<file path="src/sv/secded_pkg.sv">
// Package: types, constants, bit-placement and syndrome functions of the SECDED(16,11) codec.
package secded_pkg;

  typedef enum logic [1:0] {
    ST_NONE = 2'd0,
    ST_CORR = 2'd1,
    ST_DBL  = 2'd2
  } status_e;

  localparam logic MODE_ENC = 1'b0;
  localparam logic MODE_DEC = 1'b1;

  // Word bit of position 0; position p is bit 15-p.
  localparam logic [15:0] POS_MSB = 16'h8000;

  typedef struct packed {
    logic        mode;
    logic [15:0] word;
  } s1_t;

  typedef struct packed {
    logic        mode;
    logic [15:0] word;
    logic [3:0]  syn;
    logic        par;
  } s2_t;

  typedef struct packed {
    logic [15:0] code;
    logic [10:0] data;
    status_e     status;
    logic [3:0]  syn;
  } s3_t;

  function automatic logic [15:0] place_data(input logic [10:0] d);
    logic [15:0] w;
    w        = '0;
    w[12]    = d[10];
    w[10:8]  = d[9:7];
    w[6:0]   = d[6:0];
    return w;
  endfunction

  function automatic logic [10:0] take_data(input logic [15:0] w);
    return {w[12], w[10:8], w[6:0]};
  endfunction

  // XOR of the positions of all set bits.
  function automatic logic [3:0] syndrome_of(input logic [15:0] w);
    logic [3:0] s;
    s = '0;
    for (int p = 0; p < 16; p++) begin
      if (w[15 - p]) s ^= 4'(p);
    end
    return s;
  endfunction

endpackage

</file>
<file path="src/sv/secded_16_11_codec.sv">
// Top level: three-stage pipelined extended Hamming(16,11) SECDED encoder/decoder.
//
// Channel | Direction | Handshake              | Payload
// --------+-----------+------------------------+-----------------------------------------
// in      | input     | in_valid_i / in_stall_o | mode_i, data_in_i, code_in_i
// out     | output    | out_valid_o / out_stall_i | code_out_o, data_out_o, status_o, syndrome_o
//
// A request passes through the stage registers s1, s2 and s3 to its result; one request
// per cycle is taken as long as the output is not stalled.
// The stages are: word build, syndrome and parity XOR trees, then correction
// or parity insertion with data extraction.
// Reset (rst_ni low, asynchronous) empties the pipeline; payload is not reset.
// A stall at the output fills empty stages first, so bubbles are squeezed out
// before in_stall_o rises; nothing is dropped or repeated.
module secded_16_11_codec
  import secded_pkg::*;
(
  input  logic        clk_i,
  input  logic        rst_ni,
  input  logic        in_valid_i,
  output logic        in_stall_o,
  input  logic        mode_i,
  input  logic [10:0] data_in_i,
  input  logic [15:0] code_in_i,
  output logic        out_valid_o,
  input  logic        out_stall_i,
  output logic [15:0] code_out_o,
  output logic [10:0] data_out_o,
  output logic [1:0]  status_o,
  output logic [3:0]  syndrome_o
);

  // Stage valid bits and payload registers.
  logic v1_q, v2_q, v3_q;
  s1_t  s1_q, s1_d;
  s2_t  s2_q, s2_d;
  s3_t  s3_q, s3_d;

  // Stage enables: a stage loads when it is empty or its content moves on.
  logic en1, en2, en3;
  assign en3 = !v3_q || !out_stall_i;
  assign en2 = !v2_q || en3;
  assign en1 = !v1_q || en2;

  assign in_stall_o = !en1;

  // Stage 1: build the working word (placed data when encoding).
  always_comb begin
    s1_d.mode = mode_i;
    s1_d.word = (mode_i == MODE_DEC) ? code_in_i : place_data(data_in_i);
  end

  // Stage 2: syndrome and overall parity.
  always_comb begin
    s2_d.mode = s1_q.mode;
    s2_d.word = s1_q.word;
    s2_d.syn  = syndrome_of(s1_q.word);
    s2_d.par  = ^s1_q.word;
  end

  // Stage 3: insert parity bits (encode) or correct and classify (decode).
  always_comb begin
    logic [15:0] enc_w;
    logic [15:0] dec_w;
    enc_w      = s2_q.word;
    enc_w[14]  = s2_q.syn[0];
    enc_w[13]  = s2_q.syn[1];
    enc_w[11]  = s2_q.syn[2];
    enc_w[7]   = s2_q.syn[3];
    // overall parity covers the data plus the parity bits just set
    enc_w[15]  = s2_q.par ^ (^s2_q.syn);
    // odd parity: flip the position named by the syndrome (position 0 when zero)
    dec_w      = s2_q.par ? (s2_q.word ^ (POS_MSB >> s2_q.syn)) : s2_q.word;
    if (s2_q.mode == MODE_DEC) begin
      s3_d.code = dec_w;
      s3_d.data = take_data(dec_w);
      s3_d.syn  = s2_q.syn;
      if (s2_q.par) begin
        s3_d.status = ST_CORR;
      end else if (s2_q.syn != 4'd0) begin
        s3_d.status = ST_DBL;
      end else begin
        s3_d.status = ST_NONE;
      end
    end else begin
      s3_d.code   = enc_w;
      s3_d.data   = '0;
      s3_d.syn    = '0;
      s3_d.status = ST_NONE;
    end
  end

  always_ff @(posedge clk_i or negedge rst_ni) begin
    if (!rst_ni) begin
      v1_q <= 1'b0;
      v2_q <= 1'b0;
      v3_q <= 1'b0;
    end else begin
      if (en1) v1_q <= in_valid_i;
      if (en2) v2_q <= v1_q;
      if (en3) v3_q <= v2_q;
    end
  end

  always_ff @(posedge clk_i) begin
    if (en1) s1_q <= s1_d;
    if (en2) s2_q <= s2_d;
    if (en3) s3_q <= s3_d;
  end

  assign out_valid_o = v3_q;
  assign code_out_o  = s3_q.code;
  assign data_out_o  = s3_q.data;
  assign status_o    = s3_q.status;
  assign syndrome_o  = s3_q.syn;

endmodule

</file>
<file path="config.mk">
export PLATFORM = sky130hd
export DESIGN_NAME = secded_16_11_codec
export DESIGN_NICKNAME = d
export VERILOG_FILES = /design/src/sv/secded_pkg.sv /design/src/sv/secded_16_11_codec.sv
export SDC_FILE = /design/constraint.sdc
export NUM_CORES = 1
export LEC_CHECK = 0
export BUFFER_PORTS_ARGS = -buffer_cell sky130_fd_sc_hd__buf_2
export CELL_PAD_IN_SITES_DETAIL_PLACEMENT = 1
export CELL_PAD_IN_SITES_GLOBAL_PLACEMENT = 2
export CORE_ASPECT_RATIO = 1.5
export CORE_MARGIN = 5
export CORE_UTILIZATION = 37
export CTS_CLUSTER_DIAMETER = 150
export DETAILED_ROUTE_END_ITERATION = 8
export PLACE_DENSITY = 0.77
export SLEW_MARGIN = 15
export SYNTH_ARGS = -nofsm -noshare
export SYNTH_HDL_FRONTEND = slang
export SYNTH_SLANG_ARGS = --single-unit
</file>
<file path="constraint.sdc">
create_clock -name clk_i -period 2.11 [get_ports clk_i]
set_input_delay 0.3165 -clock clk_i [delete_from_list [all_inputs] [get_ports clk_i]]
set_output_delay 0.3165 -clock clk_i [all_outputs]
set_load 0.05 [all_outputs]
</file>
# Word-level counts from Yosys, hierarchy flattened
# Index checks and enable logic that the tools add are counted.
word_totals:
  elab_cells: 65
  output_inout_bits: 35
  input_bits: 32
  reg_bits: 75
classes:
  n_reduce_logical: 12
  bitwise: 17
  n_mux: 20
  shift: 1
op_table:
  columns: ["operator", "count"]
  rows:
  - ["two-way mux 33 bit", 1]
  - ["two-way mux 4 bit", 8]
  - ["two-way mux 16 bit", 1]
  - ["parity 16 bit", 1]
  - [">> shifter 16 x 4 -> 16 bit (first input constant)", 1]
  - ["bitwise XOR 16 bit", 1]
  - ["two-way mux 13 bit", 1]
  - ["two-way mux 3 bit", 4]
  - ["inverter 2 bit", 6]
  - ["inverter 3 bit", 4]
  - ["two-way mux 2 bit", 4]
  - ["zero test 1 bit", 5]
  - ["inverter 4 bit", 1]
  - ["nonzero test 4 bit", 1]
  - ["parity 4 bit", 1]
  - ["logical OR 1 bit", 3]
  - ["inverter 1 bit (first input constant)", 3]
  - ["OR reduction 2 bit", 1]
  - ["two-way mux 1 bit", 1]
  - ["inverter 1 bit", 1]
  - ["bitwise XOR 1 bit", 1]

# Depth between registers and ports, before layout
# Gate-level depths: netlist of run 1.
logic_depth:
  ltp_word: 26
  ltp_mapped: 6
  ltp_nobuf: 6

# Worst setup path after synthesis of run 1
# OpenSTA, ideal clock, no wires.
synth_timing:
  kind: "reg-to-output"
  from: "register v3_q, in the netlist out_valid_o"
  to: "output in_stall_o"
  required_time_ns: 1.794
  path_stages_with_launch: 3
  arrival_time_ns: 1.908
  setup_slack_ns: -0.114
  path_cell_list: "dfrtp_1 nand4_1 inv_1"
synth_via:
  elab_chain_cells: 5
synth_rtl:
  columns: ["element", "line", "rtl"]
  rows:
  - ["start, declared", "secded_16_11_codec.sv:34", "logic v1_q, v2_q, v3_q;"]
  - ["start signal, assigned", "secded_16_11_codec.sv:101", "if (en3) v3_q <= v2_q;"]
  - ["zero test 1 bit", "secded_16_11_codec.sv:41", "assign en3 = !v3_q || !out_stall_i;"]
  - ["logical OR 1 bit", "secded_16_11_codec.sv:41", null]
  - ["logical OR 1 bit", "secded_16_11_codec.sv:42", "assign en2 = !v2_q || en3;"]
  - ["logical OR 1 bit", "secded_16_11_codec.sv:43", "assign en1 = !v1_q || en2;"]
  - ["zero test 1 bit", "secded_16_11_codec.sv:45", "assign in_stall_o = !en1;"]
  - ["end, declared", "secded_16_11_codec.sv:21", "output logic in_stall_o,"]
# Every way passes these cells.

==> results.md, run 1 <==
- Synthesized cell area: 3320 um^2
- Period utilisation layout: 75.0%
- Drt initial violations: 106
- Initial antenna violation count: 0
- Asr flop ratio synth: 4.00%
- Required @ worst endpoint: 2.19 ns
- Worst Clk Skew: 0.00509 ns
- Synth Area in XOR/XNOR: 15.2%
- Post-CTS Setup Inserts: 0
- Antenna Cells: 0
- Port buffer count: 66
- Number of cell rows: 42
- Vias: 1891
- WP data arrival: 1.66 ns
- CTS tree: built
- Placed cell areas: 3780 um^2
- Critical Path Fanout Max: 3
- Dpl hpwl: 4520 um
- Top FF cell, synth: edfxtp_1
- Slew Limit Fails: 0
- Ports: 67
- Complex-gate fraction of the synthesized area: 0.980%
- Worst setup EP type: flip-flop
- Clk sink count: 75
- Global-route congestion overflow total: 0
- Post-synth top area share: 65.2%
- # resized after CTS: 0
- Routed vias/inst: 4.52
- Peak VDD IR: 0.000515 V
- RD Place Congestion: 0.823
- Synth-to-layout area growth: 21.9%
- Max clock buf depth: 2
- Unrepaired setup endpoints after global routing: false
- Share of power burned in registers: 43.3%
- Register bit total from synthesis: 75
- Sequential share of the synthesized area: 67.4%
- Number of synthesis warnings: 0
- Clock power share: 25.9%
- TritonCTS Buffers: 9
- Net Sw Power: 1.74 mW
- CTS Hold Bufs: 1
- Die W: 87.3 um
- Leak Pwr: 1.57 nW
- Cell variety after synth: 26
- H-tree depth: 3
- CTS clk-pin slew, worst paths: 0.05 ns
- Syn avg cell area: 14.4 um^2
- Core ar.: 8780 um^2
- Routed wire length: 5850 um
- Post-route DRC: 0
- Top post-synthesis cells by area: edfxtp_1, xnor2_1, xor2_1, mux2_2, dfrtp_1
- Int Pwr: 3.31 mW
- Net Sw Frac: 34.4%
- Largest net degree at the start of global routing: 35
- Max-cap violations: 0
- Most frequent cells after synthesis: edfxtp_1, xnor2_1, xor2_1
- Clock root cell: clkbuf_16
- Top-count cell post-synth: edfxtp_1
- Fraction of the mapped netlist area in adder cells: 1.89%
- Count of nets after finishing: 341
- Vias in the first global route: 1999
- Hold Crit Class: input pin to flip-flop
- WL per Instance: 14.0 um
- Minimum clock period: 1.58 ns
- Initial Utilization: 37.8%
- Status: complete, no violations
- Final instance area: 4040 um^2
- Later-pin clock latency in the skew report: 0.33 ns
- First-pass GRT wire length: 9780 um
- Combinational fraction of design power: 30.8%
- Area leader, netlist: edfxtp_1
- Cells after synthesis: 231
- First-pass iteration count of the detailed router: 4
- Post-synthesis simple-gate area fraction: 8.97%
- Final setup vio count: 0
- Max-Slew Margin vs Limit: 66.3%
- Setup crit start kind: flip-flop
- Post-Syn Nets: 268
- Post-synth EDFFs: 72
- Die ar.: 11000 um^2
- Fmax: 0.632 GHz
- Layout cells sized above 1: 31.5%
- Fin Setup TNS: 0 ns
- Slew @ Worst Pin: 0.502 ns
- Fin. Hold Viols: 0
- Mux contribution to synthesized area: 3.73%
- Die height: 126 um
- Cell Pwr Density: 1250 nW/um^2
- DRT antenna net count: 0
- Largest family of logic cells by synthesized area: XOR/XNOR gates
- Worst Path Class, Setup: flip-flop to flip-flop
- Global Route Usage Sum: 11.9%
- Power Total: 5.04 mW
stage by stage:
stage               setup WS, ns  util [%]  hold slack, ns  instances
floorplan                 0.0245         -          0.0209        231
global placement           0.571      43.1           0.113        402
detailed placement         0.510      43.1           0.120        402
CTS                        0.498      46.1           0.154        418
global route               0.436      46.1           0.156        418
finish                     0.527      46.1           0.168        418
critical path: stages (launching register included):
cell,delay (ns)
edfxtp_1,0.44
xnor2_1,0.35
xnor2_1,0.17
xor2_2,0.18
xor2_1,0.17
registers in the layout (all words and copies together) (netlist names):
register / count
s2_q: 22
code_out_o: 16
v1_q: 1
status_o: 2
v2_q: 1
out_valid_o: 1
s1_q: 17
data_out_o: 11
syndrome_o: 4
layout make-up:
class,instances,area (um^2)
clock buffers,11,233
clock inverters,4,18.8
fillers,932,4730
inverters,6,25.0
multi-input cells,141,1020
flip-flops and latches,75,2240
well taps,110,138
repair buffers,71,370
metal layers:
metal  vias up  part of all wire, %  wire length (um)  global-route usage [%]
li1        942                    -                 -                       -
met1       886                   35              2060                    12.2
met2        50                   56              3280                    20.9
met3        13                  5.7               336                    3.14
met4         0                  3.1               180                    7.32
met5         -                    0                 0                       0
placed cells by master, fill, tap and decap left out:
cell type and instances:
nor3b_2 1, buf_4 4, xnor2_2 1, xor2_2 1, edfxtp_1 72, clkbuf_16 9, buf_2 66, mux2_2 11
clkinv_1 2, a21oi_1 4, inv_4 1, clkinv_2 3, and2_1 6, xnor2_1 34, clkbuf_1 2, nand4_1 1
nand2b_1 3, dlygate4sd3_1 1, nor2_1 19, ha_1 5, dfrtp_1 3, nand2_1 18, inv_1 4, xor2_1 20
a211oi_1 1, o21ai_0 1, and3_1 1, nand3_1 12, and3b_1 2
worst paths after layout:
kind	from	endpoint	slack, ns	cells after the start
setup / recovery	s1_q[4]	s2_q[0]	0.53	4
hold / removal	in_valid_i	v1_q	0.17	2
setup reg to reg	s1_q[4]	s2_q[0]	0.53	4
hold reg to reg	s1_q[16]	s2_q[21]	0.43	0
max in group asynchronous	rst_ni	v2_q	1.70	2
min in group asynchronous	rst_ni	v1_q	0.30	2
logic make-up (layout without fill, tap and decap cells):
family,Yosys count,count (layout)
flops,75,75
compound gates,6,6
simple gates,63,63
mux,11,11
fa+ha+maj,5,5
buf+inv,15,92
xor+xnor,56,56
power groups by stage:
stage / sequential (mW) / combinational, mW / clock (mW)
6_report: 2.18 / 1.55 / 1.31
5_1_grt: 2.22 / 1.69 / 1.41
4_1_cts: 2.19 / 1.59 / 1.35
3_5_place_dp: 2.22 / 1.58 / 0
3_3_place_gp: 2.21 / 1.57 / 0
2_1_floorplan: 2.66 / 0.776 / 0
No activity file was read; power rests on OpenSTA's default activity.
==> inputs of run 2 (changes only) <==
==> constraint.sdc (replaced) <==
create_clock -name clk_i -period 1.5 [get_ports clk_i]
set_input_delay 0.225 -clock clk_i [delete_from_list [all_inputs] [get_ports clk_i]]
set_output_delay 0.225 -clock clk_i [all_outputs]
set_load 0.05 [all_outputs]
==> results.md, run 2 (synthesis gave the netlist of run 1 again) <==
- Max-cap violations: 0 (unchanged)
- Max reg flops: 22 (unchanged)
- CTS clk-pin slew, worst paths: 0.06 ns (about the same)
- Die height: 126 um (unchanged)
- Fin. Hold Viols: 0 (unchanged)
- Unrepaired setup endpoints after global routing: true
- Count of nets after finishing: 361 (+5.9%)
- Cell Pwr Density: 1790 nW/um^2 (+43%)
- Ports: 67 (unchanged)
- Hold Crit Class: input pin to flip-flop
- Critical Path Fanout Max: 2 (-1)
- Vias: 2005 (+6.0%)
- WL per Instance: 14.7 um (+5.0%)
- Routed vias/inst: 4.57 (+0.96%)
- Vias in the first global route: 2122 (+6.2%)
- Clock root cell: clkbuf_16
- Layout cells sized above 1: 41.6% (+10 points)
- Commonest non-fill, non-tap cell in the layout: edfxtp_1
- Setup crit start kind: flip-flop
- Max clock buf depth: 2 (unchanged)
- Period utilisation layout: 97.8% (+23 points)
- Synth-to-layout area growth: 30.7%
- Fin util: 49.4% (+3.4 points)
- Global-route congestion overflow total: 0 (unchanged)
- H-tree depth: 3 (unchanged)
- CTS tree: built
- Drt initial violations: 72 (-32%)
- Routed wire length: 6450 um (+10%)
- Initial antenna violation count: 0 (unchanged)
- Register name with the most flops: s2_q
- Fin Setup TNS: 0 ns (unchanged)
- Slew @ Worst Pin: 0.310 ns (-0.192 ns)
- Leak Pwr: 1.72 nW (+9.8%)
- Port buffer count: 66 (unchanged)
- DRT antenna net count: 0 (unchanged)
- Slew Limit Fails: 0 (unchanged)
- Post-route DRC: 0 (unchanged)
- Worst setup EP type: flip-flop
- First-pass iteration count of the detailed router: 4 (unchanged)
- RD Place Congestion: 0.761 (-7.5%)
- Largest net degree at the start of global routing: 35 (unchanged)
- Clk sink count: 75 (unchanged)
- Dpl hpwl: 4940 um (+9.3%)
- Die W: 87.3 um (unchanged)
- Worst Clk Skew: 0.00797 ns (+0.00289 ns)
- Worst path slowest cell: edfxtp_1
- Final setup vio count: 0 (unchanged)
- Antenna Cells: 0 (unchanged)
- Number of cell rows: 42 (unchanged)
- Crit path cell chain: buf_4 > buf_4 > xnor2_1 > xnor2_1 > xnor2_1
- Most used cell, CP: xnor2_1
- Status: complete, no violations
- First-pass GRT wire length: 10200 um (+4.7%)
- Fmax: 0.681 GHz (+7.8%)
- Minimum clock period: 1.47 ns (-0.115 ns)
- TritonCTS Buffers: 9 (unchanged)
- Worst Path Class, Setup: flip-flop to flip-flop
- Later-pin clock latency in the skew report: 0.33 ns (about the same)
- Peak VDD IR: 0.000788 V (+53%)
- Max-Slew Margin vs Limit: 79.3% (+13 points)
- Max incr delay on CP: 0.42 ns (-0.02 ns)
- Initial Utilization: 37.8% (unchanged)
- Required @ worst endpoint: 1.58 ns (-0.61 ns)
- Commonest cells after routing, fill and taps aside: edfxtp_1, buf_2, xnor2_1
- WP data arrival: 1.54 ns (-0.12 ns)
- Die ar.: 11000 um^2 (unchanged)
- Core ar.: 8780 um^2 (unchanged)
- Global Route Usage Sum: 12.4% (+0.55 points)
run 2: cell types whose count changed in the layout (fill, tap and decap cells not counted), moves of 2 or more:
cell | previous run | this run
ha_1 | 5 | 1
and3b_1 | 2 | 0
xnor2_2 | 1 | 9
xnor2_1 | 34 | 26
ha_2 | 0 | 3
inv_2 | 0 | 2
buf_4 | 4 | 22
and3b_2 | 0 | 2
inv_1 | 4 | 2
run 2: worst paths after layout:
path                       startpoint     endpoint  slack, ns  depth (start not counted)
max                           s1_q[2]      s2_q[1]       0.03                          5
min                        in_valid_i         v1_q       0.08                          2
max reg2reg                   s1_q[2]      s2_q[1]       0.03                          5
min reg2reg                  s1_q[16]     s2_q[21]       0.43                          0
max in group asynchronous      rst_ni  out_valid_o       1.17                          2
min in group asynchronous      rst_ni  out_valid_o       0.21                          2
run 2: stage by stage:
| stage | cell area, um^2 | total power [mW] | hold slack, ns | cells | worst slack [ns] |
|---|---|---|---|---|---|
| global placement | 3860 | 5.37 | 0.0224 | 411 | 0.00453 |
| detailed placement | 3860 | 5.45 | 0.0246 | 411 | -0.0240 |
| global route | 4340 | 8.13 | 0.0847 | 439 | -0.0212 |
| floorplan | 3320 | 4.83 | -0.0706 | 231 | -0.308 |
| finish | 4340 | 7.76 | 0.0799 | 439 | 0.0323 |
| CTS | 4230 | 7.65 | 0.0661 | 434 | 0.00121 |
run 2: repair_timing:
action,4_1_cts,5_1_grt
pin swaps,3,3
resized for setup,4,16
setup endpoints to repair,2,22
buffers inserted,6,5
hold buffers,1,0
hold endpoints to repair,3,0
run 2: critical path, delay by kind of cell (launching register included):
family,cells,cell delay [ns]
buf+inv,2,0.30
flops,1,0.42
xor+xnor,3,0.50
run 2: final cells by class:
type,count,area [um^2]
Fill cell,906,4440
Sequential cell,75,2240
Multi-Input combinational cell,141,1110
Timing Repair Buffer,91,539
Clock buffer,10,229
Tap cell,110,138
Clock inverter,6,56.3
Inverter,6,25.0
run 2: per-layer routing:
layer  wire (um)  share of wire (%)  up-vias  track usage (%)
met5           0                  0        -                0
met4         166                2.6        0             6.50
met3         278                4.3       10             2.81
met2        3680                 57       55             22.8
met1        2330                 36      955             12.7
li1            -                  -      985                -
run 2: where the power goes:
part,leakage [nW],internal (mW),total [mW],switching (mW)
Sequential,0.772,2.83,3.08,0.250
Clock,0.140,1.27,2.04,0.773
Combinational,0.808,1.04,2.63,1.59
